### config.mk
export PLATFORM = sky130hd
export DESIGN_NAME = fixed_capacity_char_sequence_top
export DESIGN_NICKNAME = d
export VERILOG_FILES = /design/src/hdl/fcs_pkg.sv /design/src/hdl/fcs_ram.sv /design/src/hdl/fcs_ctrl.sv /design/src/hdl/fixed_capacity_char_sequence_top.sv
export SDC_FILE = /design/constraint.sdc
export NUM_CORES = 1
export LEC_CHECK = 0
export BUFFER_PORTS_ARGS = -buffer_cell sky130_fd_sc_hd__buf_2
export CAP_MARGIN = 5
export CORE_ASPECT_RATIO = 2
export CORE_MARGIN = 1.5
export CORE_UTILIZATION = 56
export DETAILED_ROUTE_END_ITERATION = 7
export PLACE_DENSITY = 0.71
export SLEW_MARGIN = 20
export SYNTH_ARGS = -nofsm -noshare
export SYNTH_HDL_FRONTEND = slang
export SYNTH_SLANG_ARGS = --single-unit
### constraint.sdc
create_clock -name clk -period 4.6 [get_ports clk]
set_input_delay 0.23 -clock clk [delete_from_list [all_inputs] [get_ports clk]]
set_output_delay 0.23 -clock clk [all_outputs]
set_load 0.1 [all_outputs]
### src/hdl/fcs_pkg.sv
// Shared definitions for the fixed-capacity byte sequence store.
// Holds field widths, the operation codes, the sequencer states and the result record.
// Depends on nothing; fcs_ctrl, the top level and the testbench import it.
package fcs_pkg;

  localparam int CAPACITY_DEF = 64;

  localparam int OP_W    = 3;
  localparam int INDEX_W = 7;
  localparam int VALUE_W = 8;
  localparam int LEN_W   = 7;

  typedef enum logic [OP_W-1:0] {
    OP_CLEAR    = 3'd0,
    OP_APPEND   = 3'd1,
    OP_READ     = 3'd2,
    OP_MODIFY   = 3'd3,
    OP_DELETE   = 3'd4,
    OP_INSERT   = 3'd5,
    OP_EMIT_PRE = 3'd6,
    OP_EMIT_SUF = 3'd7
  } fcs_op_t;

  typedef enum logic [2:0] {
    ST_IDLE,
    ST_START,
    ST_MOVE,
    ST_FLUSH,
    ST_PUT,
    ST_RESP,
    ST_EMIT
  } fcs_state_t;

  typedef struct packed {
    logic [VALUE_W-1:0] data;
    logic [LEN_W-1:0]   length;
    logic               accepted;
    logic               empty_result;
    logic               last;
  } fcs_result_t;

endpackage

### src/hdl/fcs_ram.sv
// Generic simple dual-port RAM: one write port, one read port with registered data.
// The read data holds its value while no read is issued.
// Depends on nothing.
module fcs_ram #(
  parameter int WIDTH = 8,
  parameter int DEPTH = 64
) (
  input  logic                     clk,
  input  logic                     we,
  input  logic [$clog2(DEPTH)-1:0] waddr,
  input  logic [WIDTH-1:0]         wdata,
  input  logic                     re,
  input  logic [$clog2(DEPTH)-1:0] raddr,
  output logic [WIDTH-1:0]         rdata
);

  logic [WIDTH-1:0] mem [DEPTH];

  always_ff @(posedge clk) begin
    if (we) begin
      mem[waddr] <= wdata;
    end
    if (re) begin
      rdata <= mem[raddr];
    end
  end

endmodule

### src/hdl/fcs_ctrl.sv
// Sequencer of the byte sequence store: decodes a request, walks the element RAM
// for shifts and streams, and holds the result in an output register.
// Depends on fcs_pkg; drives one fcs_ram instance in the top level.
module fcs_ctrl
  import fcs_pkg::*;
#(
  parameter int CAPACITY = CAPACITY_DEF
) (
  input  logic                        clk,
  input  logic                        rst_n,
  input  logic                        in_valid,
  output logic                        in_ready,
  input  fcs_op_t                     in_op,
  input  logic [INDEX_W-1:0]          in_index,
  input  logic [VALUE_W-1:0]          in_value,
  output logic                        out_valid,
  input  logic                        out_ready,
  output fcs_result_t                 out_result,
  output logic                        ram_we,
  output logic [$clog2(CAPACITY)-1:0] ram_waddr,
  output logic [VALUE_W-1:0]          ram_wdata,
  output logic                        ram_re,
  output logic [$clog2(CAPACITY)-1:0] ram_raddr,
  input  logic [VALUE_W-1:0]          ram_rdata
);

  localparam int AW = $clog2(CAPACITY);

  fcs_state_t         state_r, state_nxt;
  fcs_op_t            op_r, op_nxt;
  logic [INDEX_W-1:0] idx_r, idx_nxt;
  logic [VALUE_W-1:0] val_r, val_nxt;
  logic [LEN_W-1:0]   count_r, count_nxt;
  logic [AW-1:0]      ptr_r, ptr_nxt;
  logic [AW-1:0]      end_r, end_nxt;
  logic [AW-1:0]      pend_addr_r, pend_addr_nxt;
  logic               pend_r, pend_nxt;
  logic               acc_r, acc_nxt;
  logic               empty_r, empty_nxt;
  logic               out_valid_r, out_valid_nxt;
  fcs_result_t        out_r, out_nxt;

  logic               accept;
  logic               slot_free;
  logic               full;
  logic               idx_lt_n;
  logic               idx_le_n;
  logic               idx_is_last;
  logic               ins_ok;
  logic               shift_left;
  logic [LEN_W-1:0]   n_m1;
  logic [INDEX_W-1:0] idx_m1;
  logic [INDEX_W-1:0] idx_p1;

  assign in_ready    = (state_r == ST_IDLE);
  assign accept      = in_valid && in_ready;
  assign slot_free   = !out_valid_r || out_ready;
  assign full        = (count_r == LEN_W'(CAPACITY));
  assign idx_lt_n    = (idx_r < count_r);
  assign idx_le_n    = (idx_r <= count_r);
  assign n_m1        = count_r - 1'b1;
  assign idx_m1      = idx_r - 1'b1;
  assign idx_p1      = idx_r + 1'b1;
  assign idx_is_last = (idx_r == n_m1);
  assign ins_ok      = !full && idx_lt_n;
  assign shift_left  = (op_r == OP_DELETE);

  assign out_valid  = out_valid_r;
  assign out_result = out_r;

  // Next state.
  always_comb begin
    state_nxt = state_r;
    case (state_r)
      ST_IDLE: begin
        if (accept) state_nxt = ST_START;
      end
      ST_START: begin
        case (op_r)
          OP_DELETE:   state_nxt = (idx_lt_n && !idx_is_last) ? ST_MOVE : ST_RESP;
          OP_INSERT:   state_nxt = ins_ok ? ST_MOVE : ST_RESP;
          OP_EMIT_PRE: state_nxt = (idx_le_n && idx_r != '0) ? ST_EMIT : ST_RESP;
          OP_EMIT_SUF: state_nxt = (idx_lt_n && !idx_is_last) ? ST_EMIT : ST_RESP;
          default:     state_nxt = ST_RESP;
        endcase
      end
      ST_MOVE: begin
        if (ptr_r == end_r) state_nxt = ST_FLUSH;
      end
      ST_FLUSH: begin
        state_nxt = (op_r == OP_INSERT) ? ST_PUT : ST_RESP;
      end
      ST_PUT: begin
        state_nxt = ST_RESP;
      end
      ST_RESP: begin
        if (slot_free) state_nxt = ST_IDLE;
      end
      ST_EMIT: begin
        if (slot_free && ptr_r == end_r) state_nxt = ST_IDLE;
      end
      default: begin
        state_nxt = ST_IDLE;
      end
    endcase
  end

  // Datapath, RAM control and the output register.
  always_comb begin
    op_nxt        = op_r;
    idx_nxt       = idx_r;
    val_nxt       = val_r;
    count_nxt     = count_r;
    ptr_nxt       = ptr_r;
    end_nxt       = end_r;
    pend_addr_nxt = pend_addr_r;
    pend_nxt      = (state_r == ST_MOVE);
    acc_nxt       = acc_r;
    empty_nxt     = empty_r;
    out_nxt       = out_r;
    out_valid_nxt = out_valid_r && !out_ready;
    ram_we        = 1'b0;
    ram_waddr     = pend_addr_r;
    ram_wdata     = ram_rdata;
    ram_re        = 1'b0;
    ram_raddr     = ptr_r;

    // A shifted element arrives in the cycle after its read and is written back here.
    if (pend_r) begin
      ram_we = 1'b1;
    end

    case (state_r)
      ST_IDLE: begin
        if (accept) begin
          op_nxt  = in_op;
          idx_nxt = in_index;
          val_nxt = in_value;
        end
      end
      ST_START: begin
        empty_nxt = 1'b0;
        case (op_r)
          OP_CLEAR: begin
            count_nxt = '0;
            acc_nxt   = 1'b1;
          end
          OP_APPEND: begin
            acc_nxt = !full;
            if (!full) begin
              ram_we    = 1'b1;
              ram_waddr = count_r[AW-1:0];
              ram_wdata = val_r;
              count_nxt = count_r + 1'b1;
            end
          end
          OP_READ: begin
            acc_nxt   = idx_lt_n;
            ram_re    = 1'b1;
            ram_raddr = idx_r[AW-1:0];
          end
          OP_MODIFY: begin
            acc_nxt = idx_lt_n;
            if (idx_lt_n) begin
              ram_we    = 1'b1;
              ram_waddr = idx_r[AW-1:0];
              ram_wdata = val_r;
            end
          end
          OP_DELETE: begin
            acc_nxt = idx_lt_n;
            ptr_nxt = idx_p1[AW-1:0];
            end_nxt = n_m1[AW-1:0];
            if (idx_lt_n) count_nxt = n_m1;
          end
          OP_INSERT: begin
            acc_nxt = ins_ok;
            ptr_nxt = n_m1[AW-1:0];
            end_nxt = idx_r[AW-1:0];
            if (ins_ok) count_nxt = count_r + 1'b1;
          end
          OP_EMIT_PRE: begin
            acc_nxt   = idx_le_n;
            empty_nxt = 1'b1;
            ram_re    = 1'b1;
            ram_raddr = '0;
            ptr_nxt   = '0;
            end_nxt   = idx_m1[AW-1:0];
          end
          OP_EMIT_SUF: begin
            acc_nxt   = idx_lt_n;
            empty_nxt = 1'b1;
            ram_re    = 1'b1;
            ram_raddr = idx_p1[AW-1:0];
            ptr_nxt   = idx_p1[AW-1:0];
            end_nxt   = n_m1[AW-1:0];
          end
          default: begin
            acc_nxt = 1'b0;
          end
        endcase
      end
      ST_MOVE: begin
        ram_re    = 1'b1;
        ram_raddr = ptr_r;
        if (shift_left) begin
          pend_addr_nxt = ptr_r - 1'b1;
          ptr_nxt       = ptr_r + 1'b1;
        end else begin
          pend_addr_nxt = ptr_r + 1'b1;
          ptr_nxt       = ptr_r - 1'b1;
        end
      end
      ST_PUT: begin
        ram_we    = 1'b1;
        ram_waddr = idx_r[AW-1:0];
        ram_wdata = val_r;
      end
      ST_RESP: begin
        if (slot_free) begin
          out_valid_nxt        = 1'b1;
          out_nxt.data         = (op_r == OP_READ && acc_r) ? ram_rdata : '0;
          out_nxt.length       = count_r;
          out_nxt.accepted     = acc_r;
          out_nxt.empty_result = empty_r;
          out_nxt.last         = 1'b1;
        end
      end
      ST_EMIT: begin
        if (slot_free) begin
          out_valid_nxt        = 1'b1;
          out_nxt.data         = ram_rdata;
          out_nxt.length       = count_r;
          out_nxt.accepted     = 1'b1;
          out_nxt.empty_result = 1'b0;
          out_nxt.last         = (ptr_r == end_r);
          if (ptr_r != end_r) begin
            ram_re    = 1'b1;
            ram_raddr = ptr_r + 1'b1;
            ptr_nxt   = ptr_r + 1'b1;
          end
        end
      end
      default: begin
      end
    endcase
  end

  always_ff @(posedge clk) begin
    if (!rst_n) begin
      state_r     <= ST_IDLE;
      count_r     <= '0;
      pend_r      <= 1'b0;
      out_valid_r <= 1'b0;
    end else begin
      state_r     <= state_nxt;
      count_r     <= count_nxt;
      pend_r      <= pend_nxt;
      out_valid_r <= out_valid_nxt;
    end
  end

  always_ff @(posedge clk) begin
    op_r        <= op_nxt;
    idx_r       <= idx_nxt;
    val_r       <= val_nxt;
    ptr_r       <= ptr_nxt;
    end_r       <= end_nxt;
    pend_addr_r <= pend_addr_nxt;
    acc_r       <= acc_nxt;
    empty_r     <= empty_nxt;
    out_r       <= out_nxt;
  end

endmodule

### src/hdl/fixed_capacity_char_sequence_top.sv
// Fixed-capacity byte sequence store, top level. Depends on fcs_pkg, fcs_ram, fcs_ctrl.
// A simple request passes the START and RESP states; a delete adds the shift walk (MOVE,
// FLUSH) and an insert adds the walk and PUT. A new request is taken only in the idle state.
// Emits stream one element per cycle while the receiver is ready.
// Reset (synchronous, rst_n low) clears the element count and the handshake state; the
// element RAM is not cleared, since no entry is read before it has been written.
module fixed_capacity_char_sequence_top
  import fcs_pkg::*;
#(
  parameter int CAPACITY = CAPACITY_DEF
) (
  input  logic        clk,
  input  logic        rst_n,
  input  logic        in_tvalid,
  output logic        in_tready,
  input  logic [23:0] in_tdata,   // op [2:0], index [9:3], value [17:10], zero fill
  output logic        out_tvalid,
  input  logic        out_tready,
  output logic [15:0] out_tdata,  // data [7:0], length [14:8], zero fill
  output logic [1:0]  out_tuser,  // accepted [0], empty_result [1]
  output logic        out_tlast
);

  localparam int AW = $clog2(CAPACITY);

  fcs_result_t        result;
  logic               ram_we;
  logic [AW-1:0]      ram_waddr;
  logic [VALUE_W-1:0] ram_wdata;
  logic               ram_re;
  logic [AW-1:0]      ram_raddr;
  logic [VALUE_W-1:0] ram_rdata;

  // The sequencer owns all control state and the output register, so a
  // result may wait on the master side while the next request is taken.
  fcs_ctrl #(
    .CAPACITY (CAPACITY)
  ) u_ctrl (
    .clk        (clk),
    .rst_n      (rst_n),
    .in_valid   (in_tvalid),
    .in_ready   (in_tready),
    .in_op      (fcs_op_t'(in_tdata[2:0])),
    .in_index   (in_tdata[9:3]),
    .in_value   (in_tdata[17:10]),
    .out_valid  (out_tvalid),
    .out_ready  (out_tready),
    .out_result (result),
    .ram_we     (ram_we),
    .ram_waddr  (ram_waddr),
    .ram_wdata  (ram_wdata),
    .ram_re     (ram_re),
    .ram_raddr  (ram_raddr),
    .ram_rdata  (ram_rdata)
  );

  // Element storage: one entry per position of the sequence.
  fcs_ram #(
    .WIDTH (VALUE_W),
    .DEPTH (CAPACITY)
  ) u_ram (
    .clk   (clk),
    .we    (ram_we),
    .waddr (ram_waddr),
    .wdata (ram_wdata),
    .re    (ram_re),
    .raddr (ram_raddr),
    .rdata (ram_rdata)
  );

  assign out_tdata = {1'b0, result.length, result.data};
  assign out_tuser = {result.empty_result, result.accepted};
  assign out_tlast = result.last;

endmodule

==> impl_metrics.csv, run 1 <==
group,metric,value,unit
floorplanning,die_h,305,µm
logic_synthesis,synthAdderAreaFrac,0.736,%
logic_synthesis,synth.avg_cell_area,16.4,µm²
drt,drtPass1Iterations,6,
logic_synthesis,synth_top_area_cell,"edfxtp_1",
floorplanning,fp-row-count,110,
clock_network,cts-root-buf,"clkbuf_16",
timing,relSlewSlack,11.6,%
run,drv_cap,0,
floorplanning,coreArea,0.0450,mm²
worst_setup_path,reg2reg_from,"u_ctrl.idx_r[1]",
clock_network,cts.sinks,588,
logic_synthesis,synthFlopType,"edfxtp_1",
clock_network,cts_tree,"built",
logic_synthesis,ys_warn_count,0,
logic_synthesis,synth_top_family_by_area,"multiplexers",
timing,timing.hold.ws,0.0640,ns
logic_synthesis,netlist-cell-type-count,81,
cells_and_area,drive_gt1_share,24.9,%
worst_setup_path,cp.arrival,4.98,ns
grt,antenna_found_initial,4,
power,power.density,451,mW/mm²
worst_setup_path,path_buf_inv,3,
clock_network,path_clk_slew,0.07,ns
logic_synthesis,yosysTopAreaCellShare,67.9,%
drt,initialDrtViolationCount,1747,
placement,dp_hpwl,47600,µm
logic_synthesis,synth_most_common_cell,"edfxtp_1",
grt,grt_pass1_wl,102000,µm
drt,routedWlPerCell,30.3,µm
worst_setup_path,rr_worst_depth,12,
logic_synthesis,syn_area,0.0255,mm²
timing,fin_skew,0.0283,ns
power,p_leak,9.27,nW
floorplanning,dieArea,0.0469,mm²
logic_synthesis,synthCells,1555,
logic_synthesis,synth.area.mux_share,11.9,%
worst_setup_path,end_kind,"register",
clock_network,clk_latency,0.60,ns
timing,period_needed,4.53,ns
timing,max_slew.worst_pin.slew,1.31,ns
logic_synthesis,synth_seq_cells,588,
worst_setup_path,critical_path_class,"register to register",
timing,rsz0062_at_grt,"no",
worst_setup_path,path_max_fanout,30,
floorplanning,io_pins,49,
worst_setup_path,cp_top_family,"simple AND/OR/NAND/NOR gates",
timing,slew_viol_final,0,
floorplanning,dieWidth,154,µm
worst_setup_path,critPathLaunchType,"register",
cells_and_area,area_growth_syn_to_layout,13.9,%
outcome,status,"complete, no violations",
logic_synthesis,synthSimpleGateAreaFrac,9.42,%
timing,setup_viol,0,
grt,grt_util_all_layers,30.4,%
clock_network,clock_path_buffers,3,
logic_synthesis,synth_compound_area_share,4.96,%
drt,vias,15500,
worst_setup_path,crit_chain,"inv_1 -> ha_1 -> nand3_1 -> a21oi_1 -> a31oi_1 -> o211ai_1 -> buf_12 -> buf_12 -> mux4_2 -> nor4_1 -> nor4_1 -> and4_1",
worst_setup_path,slowest_delay,1.12,ns
worst_setup_path,cp_slowest_cell,"nor4_1",
power,ir_drop,0.000303,V
drt,ant_nets,0,
worst_setup_path,reg2reg_setup_slack,0.07,ns
logic_synthesis,yosys-top-cells-area,"edfxtp_1, mux4_2, nor4_1",
worst_setup_path,startpoint,"u_ctrl.idx_r[1]",
worst_setup_path,timing.critical_path.to,"u_ram.rdata[1]",
logic_synthesis,seq_area_frac_synth,68.8,%
timing,fin_crit_sh,98.5,%
floorplanning,initial_core_util,56.6,%
drt,via_per_inst,6.72,
worst_setup_path,required,5.05,ns
grt,grt_max_degree,65,
logic_synthesis,synth-edff-count,576,
drt,routed_wl,69900,µm
logic_synthesis,synth_common_cells,"edfxtp_1, nor4_1, mux4_2, nor2_1, clkbuf_1",
grt,grt_pass1_vias,15900,
logic_synthesis,syn_nets,1598,
cells_and_area,layout.nets,1753,
drt,drc,0,
timing,timing.final.hold_violations,0,
timing,tns,0,ns
clock_network,cts_inserted_buffers,49,
placement,io_buffers,41,
timing,fmax,221,MHz
clock_network,post_cts_resized,0,
worst_setup_path,r2r_end,"u_ram.rdata[1]",
logic_synthesis,async_reset_ff_share,0,%
clock_network,htree_levels,2,
logic_synthesis,synth_xor_area_share,1.19,%
placement,gp_congestion,0.961,
min_path,hp-class,"input pin to register",
worst_setup_path,path_depth,12,
grt,grt_overflow,0,
how the worst min path moves through the flow:
stage	startpoint	depth (start not counted)	slack, ns	end
after global routing	rst_n	2	0.07	u_ctrl.count_r[4]
final	rst_n	2	0.06	u_ctrl.count_r[4]
after CTS	rst_n	2	0.04	u_ctrl.count_r[4]
after floorplan	in_tdata[3]	0	0.33	u_ctrl.idx_r[0]
after detailed placement	in_tdata[8]	1	0.41	u_ctrl.idx_r[5]
after global placement	in_tdata[13]	1	0.41	u_ctrl.val_r[3]
final cells by class:
class	instances	area, µm²
clock inverter	31	440
tap	560	701
fill	3075	16000
inverter	25	95.1
antenna	2	5.00
clock buffer	60	1290
sequential	588	17500
timing repair buffer	217	1710
multi-input combinational	829	7250
logic make-up after synthesis:
| kind of cell | count (synthesis) |
|---|---|
| multiplexers | 143 |
| other | 1 |
| AND/OR/NAND/NOR | 450 |
| XOR/XNOR | 32 |
| adder cells (fa/ha/maj) | 15 |
| flip-flops | 588 |
| AO/OA/AOI/OAI | 188 |
| buffers and inverters | 138 |
metrics by stage:
| step | cells | util [%] | power, mW | setup slack (ns) | area [µm²] |
|---|---|---|---|---|---|
| finish | 2312 | 64.5 | 13.1 | 0.0668 | 29000 |
| global route | 2311 | 64.5 | 13.4 | 0.0836 | 29000 |
| detailed placement | 2200 | 60.2 | 8.63 | 0.387 | 27100 |
| floorplan | 1555 | - | 7.82 | 0.564 | 25500 |
| global placement | 2200 | 60.2 | 8.57 | 0.383 | 27100 |
| CTS | 2309 | 64.4 | 13.1 | 0.348 | 29000 |
cell usage in the layout, fill, tap and decap left out, drive strengths merged, types with 10 or more instances in the layout:
cell	n
clkinv	19
a31oi	14
inv	25
mux4	128
edfxtp	576
bufinv	10
ha	15
xor2	10
nor2	90
o22ai	10
nand3	33
nor2b	14
o21ai	48
nand2	57
buf	199
nor4	132
clkbuf	60
a21oi	43
dlygate4sd3	18
dfxtp	12
nor3	65
xnor2	22
power by group:
part | switching, mW | leakage [nW] | internal [mW]
clock | 1.92 | 0.841 | 2.57
combinational | 1.55 | 3.15 | 0.762
sequential | 0.0625 | 5.29 | 6.22
state kept, by name, indices dropped and copies added, names as in the netlist, 3 cells and up:
register	count
u_ram.mem	512
u_ctrl.end_r	6
u_ctrl.out_result	18
u_ctrl.count_r	7
u_ctrl.idx_r	7
u_ctrl.val_r	8
u_ctrl.op_r	3
u_ctrl.state_r	3
u_ctrl.pend_addr_r	6
u_ctrl.ptr_r	6
u_ram.rdata	8
per-layer routing:
metal  up-vias  global-route usage [%]  wire (µm)
met4         6                    23.7       6420
met2       841                    53.7      36700
met5         -                       0         42
met3       272                    4.86       4970
li1       6625                       -          -
met1      7801                    32.0      21800
repair_timing:
action,in CTS,in global routing
setup buffers,0,0
setup endpoints to repair,0,0
hold buffers,18,0
endpoints found under the hold margin,18,0
No activity file was read; power rests on OpenSTA's default activity.
==> inputs of run 2 (changes only) <==
SYNTH_HIERARCHICAL = 1   (was unset)
==> run 2 against run 1 <==
  * Sequential share of layout area is 1.1 points higher
  * Highest routed layer is now met4
  * First-iteration DRC count decreased by 22%
  * Register-to-register slack improved by 0.22 ns
  * Die area fell by 1.9%
  * Utilization barely moved
  * Non-clock buffer count is 2 lower
  * Critical path type unchanged
==> impl_metrics.csv, run 2 <==
group,metric,value,unit
logic_synthesis,seq_area_frac_synth,70.2,%
worst_setup_path,required,4.89,ns
drt,via_per_inst,6.35,
min_path,min_from,"rst_n",
placement,gp_congestion,0.959,
worst_setup_path,cp_top_family,"compound AO/OA/AOI/OAI gates",
worst_setup_path,r2r_end,"u_ram/mem[39][0]",
drt,routed_wl,62700,µm
cells_and_area,design_area,0.0285,mm²
worst_setup_path,crit_chain,"ha_1 -> nand2b_1 -> a211oi_1 -> or2_1 -> a21oi_1 -> a31oi_2 -> a221o_1 -> nor2b_1 -> nand2b_1 -> nor2_1 -> buf_4",
worst_setup_path,cp.arrival,4.60,ns
min_path,holdPathStages,2,
timing,rsz0062_at_grt,"no",
timing,fin_crit_sh,93.7,%
drt,drc,0,
logic_synthesis,synth_top_area_cell,"edfxtp_1",
clock_network,cts_inserted_buffers,48,
grt,grt_util_all_layers,27.8,%
logic_synthesis,synthCells,1473,
worst_setup_path,cp_slowest_cell,"edfxtp_1",
timing,slew_viol_final,0,
min_path,hp-class,"input pin to register",
grt,antenna_found_initial,0,
outcome,status,"complete, no violations",
logic_synthesis,syn_area,0.0250,mm²
placement,place_ws,0.211,ns
floorplanning,coreArea,0.0442,mm²
min_path,min_to,"u_ctrl/state_r[2]",
floorplanning,die_h,302,µm
floorplanning,io_pins,49,
logic_synthesis,synthFlopType,"edfxtp_1",
timing,timing.final.hold_violations,0,
floorplanning,dieWidth,152,µm
worst_setup_path,reg2reg_setup_slack,0.29,ns
worst_setup_path,critPathLaunchType,"register",
placement,dp_hpwl,43400,µm
timing,setup_ws,0.290,ns
timing,max_slew.worst_pin.slew,1.20,ns
timing,fin_skew,0.0232,ns
timing,relSlewSlack,20.0,%
logic_synthesis,syn_nets,1515,
cells_and_area,drive_gt1_share,25.4,%
logic_synthesis,ys_warn_count,6,
grt,grt_pass1_wl,92700,µm
power,ir_drop,0.000308,V
logic_synthesis,synth_most_common_cell,"edfxtp_1",
worst_setup_path,path_buf_inv,1,
timing,fmax,232,MHz
worst_setup_path,rr_worst_depth,11,
clock_network,path_clk_slew,0.07,ns
worst_setup_path,cp_common_cell,"nand2b_1",
floorplanning,fp-row-count,109,
worst_setup_path,critical_path_class,"register to register",
run,drv_cap,0,
worst_setup_path,slowest_delay,0.58,ns
logic_synthesis,synth-edff-count,576,
clock_network,clk_latency,0.59,ns
logic_synthesis,yosys-top-cells-area,"edfxtp_1, mux4_2, nor2_1",
power,power.density,539,mW/mm²
cells_and_area,largest_reg_flops,512,
logic_synthesis,netlist-cell-type-count,73,
timing,setup_viol,0,
logic_synthesis,yosysTopAreaCellShare,69.2,%
worst_setup_path,path_max_fanout,9,
floorplanning,dieArea,0.0460,mm²
power,finalPower,15.4,mW
grt,grt_pass1_vias,14800,
floorplanning,initial_core_util,56.6,%
worst_setup_path,reg2reg_from,"u_ctrl/idx_r[1]",
clock_network,htree_levels,2,
drt,vias,14200,
clock_network,cts_tree,"built",
drt,drtPass1Iterations,7,
logic_synthesis,synth_seq_cells,588,
cells_and_area,regMostFlops,"u_ram/mem",
placement,placed_area,0.0267,mm²
timing,period_needed,4.31,ns
drt,ant_nets,0,
logic_synthesis,synth.avg_cell_area,17.0,µm²
clock_network,clock_path_buffers,3,
cells_and_area,fin_util,64.5,%
cells_and_area,layout.nets,1686,
drt,routedWlPerCell,28.0,µm
logic_synthesis,synth_common_cells,"edfxtp_1, mux4_2, nor2_1, nand2_1",
cells_and_area,final_cell_mix,"edfxtp_1, buf_4, mux4_2, nor2_1, nand2_1",
clock_network,cts.sinks,588,
grt,grt_max_degree,65,
clock_network,cts-root-buf,"clkbuf_16",
placement,io_buffers,41,
worst_setup_path,end_kind,"register",
grt,grt_overflow,0,
clock_network,post_cts_buffers,0,
worst_setup_path,path_depth,11,
logic_synthesis,async_reset_ff_share,0,%
timing,tns,0,ns
cells_and_area,layout_commonest_cell,"edfxtp_1",
power,p_leak,9.36,nW
cells_and_area,area_growth_syn_to_layout,14.0,%
drt,initialDrtViolationCount,1358,
==> run 2: area by class of cell <==
class | count | area (µm²)
Sequential cell | 588 | 17500
Fill cell | 3031 | 15700
Multi-Input combinational cell | 770 | 6920
Timing Repair Buffer | 215 | 1670
Clock buffer | 62 | 1310
Tap cell | 555 | 694
Clock inverter | 27 | 295
Inverter | 21 | 78.8
Antenna cell | 1 | 2.50
==> run 2: worst max path at each step <==
stage                                  from          endpoint
after floorplan           u_ctrl/count_r[3]  u_ram/mem[48][0]
after global placement      u_ctrl/ptr_r[1]    u_ram/rdata[0]
after detailed placement    u_ctrl/ptr_r[1]    u_ram/rdata[0]
after CTS                   u_ctrl/ptr_r[1]    u_ram/rdata[0]
after global routing        u_ctrl/idx_r[1]  u_ram/mem[48][4]
final                       u_ctrl/idx_r[1]  u_ram/mem[39][0]
==> run 2: repair_timing <==
| item | 4_1_cts | 5_1_grt |
|---|---|---|
| setup endpoints to repair | 0 | 1 |
| endpoints found under the hold margin | 18 | 0 |
| hold buffers | 18 | 0 |
| gates resized for setup | 0 | 1 |
==> run 2: through the flow <==
stage	hold slack (ns)	std cells
5_1_grt	0.0787	2238
4_1_cts	0.0498	2238
2_1_floorplan	0.329	1473
3_3_place_gp	0.412	2131
3_5_place_dp	0.409	2131
6_report	0.0800	2239
==> run 2: per-layer routing <==
layer | track usage, % | up-vias | share of wire (%)
li1 | - | 6257 | -
met1 | 28.8 | 7167 | 32
met2 | 52.0 | 591 | 55
met3 | 3.22 | 212 | 5.1
met4 | 19.7 | 0 | 8.3
met5 | 0 | - | 0
==> run 2: kinds of logic (layout without fill, tap and decap cells) <==
group                      count (synthesis)  after routing  share of synthesized area (%)
AOI/OAI and AO/OA                        221            221                           6.05
adders and majority gates                 14             14                          0.701
DFF                                      588            588                           70.2
other                                      1              2                         0.0150
and+or+nand+nor                          330            330                           6.35
xor gates and xnor gates                  30             30                           1.05
muxes                                    174            174                           13.4
buffers and inverters                    115            325                           2.28
==> run 2: report_power, final <==
part,internal [mW],leakage [nW],switching [mW]
combinational,1.71,3.31,2.84
sequential,6.57,5.29,0.0841
clock,2.31,0.761,1.86
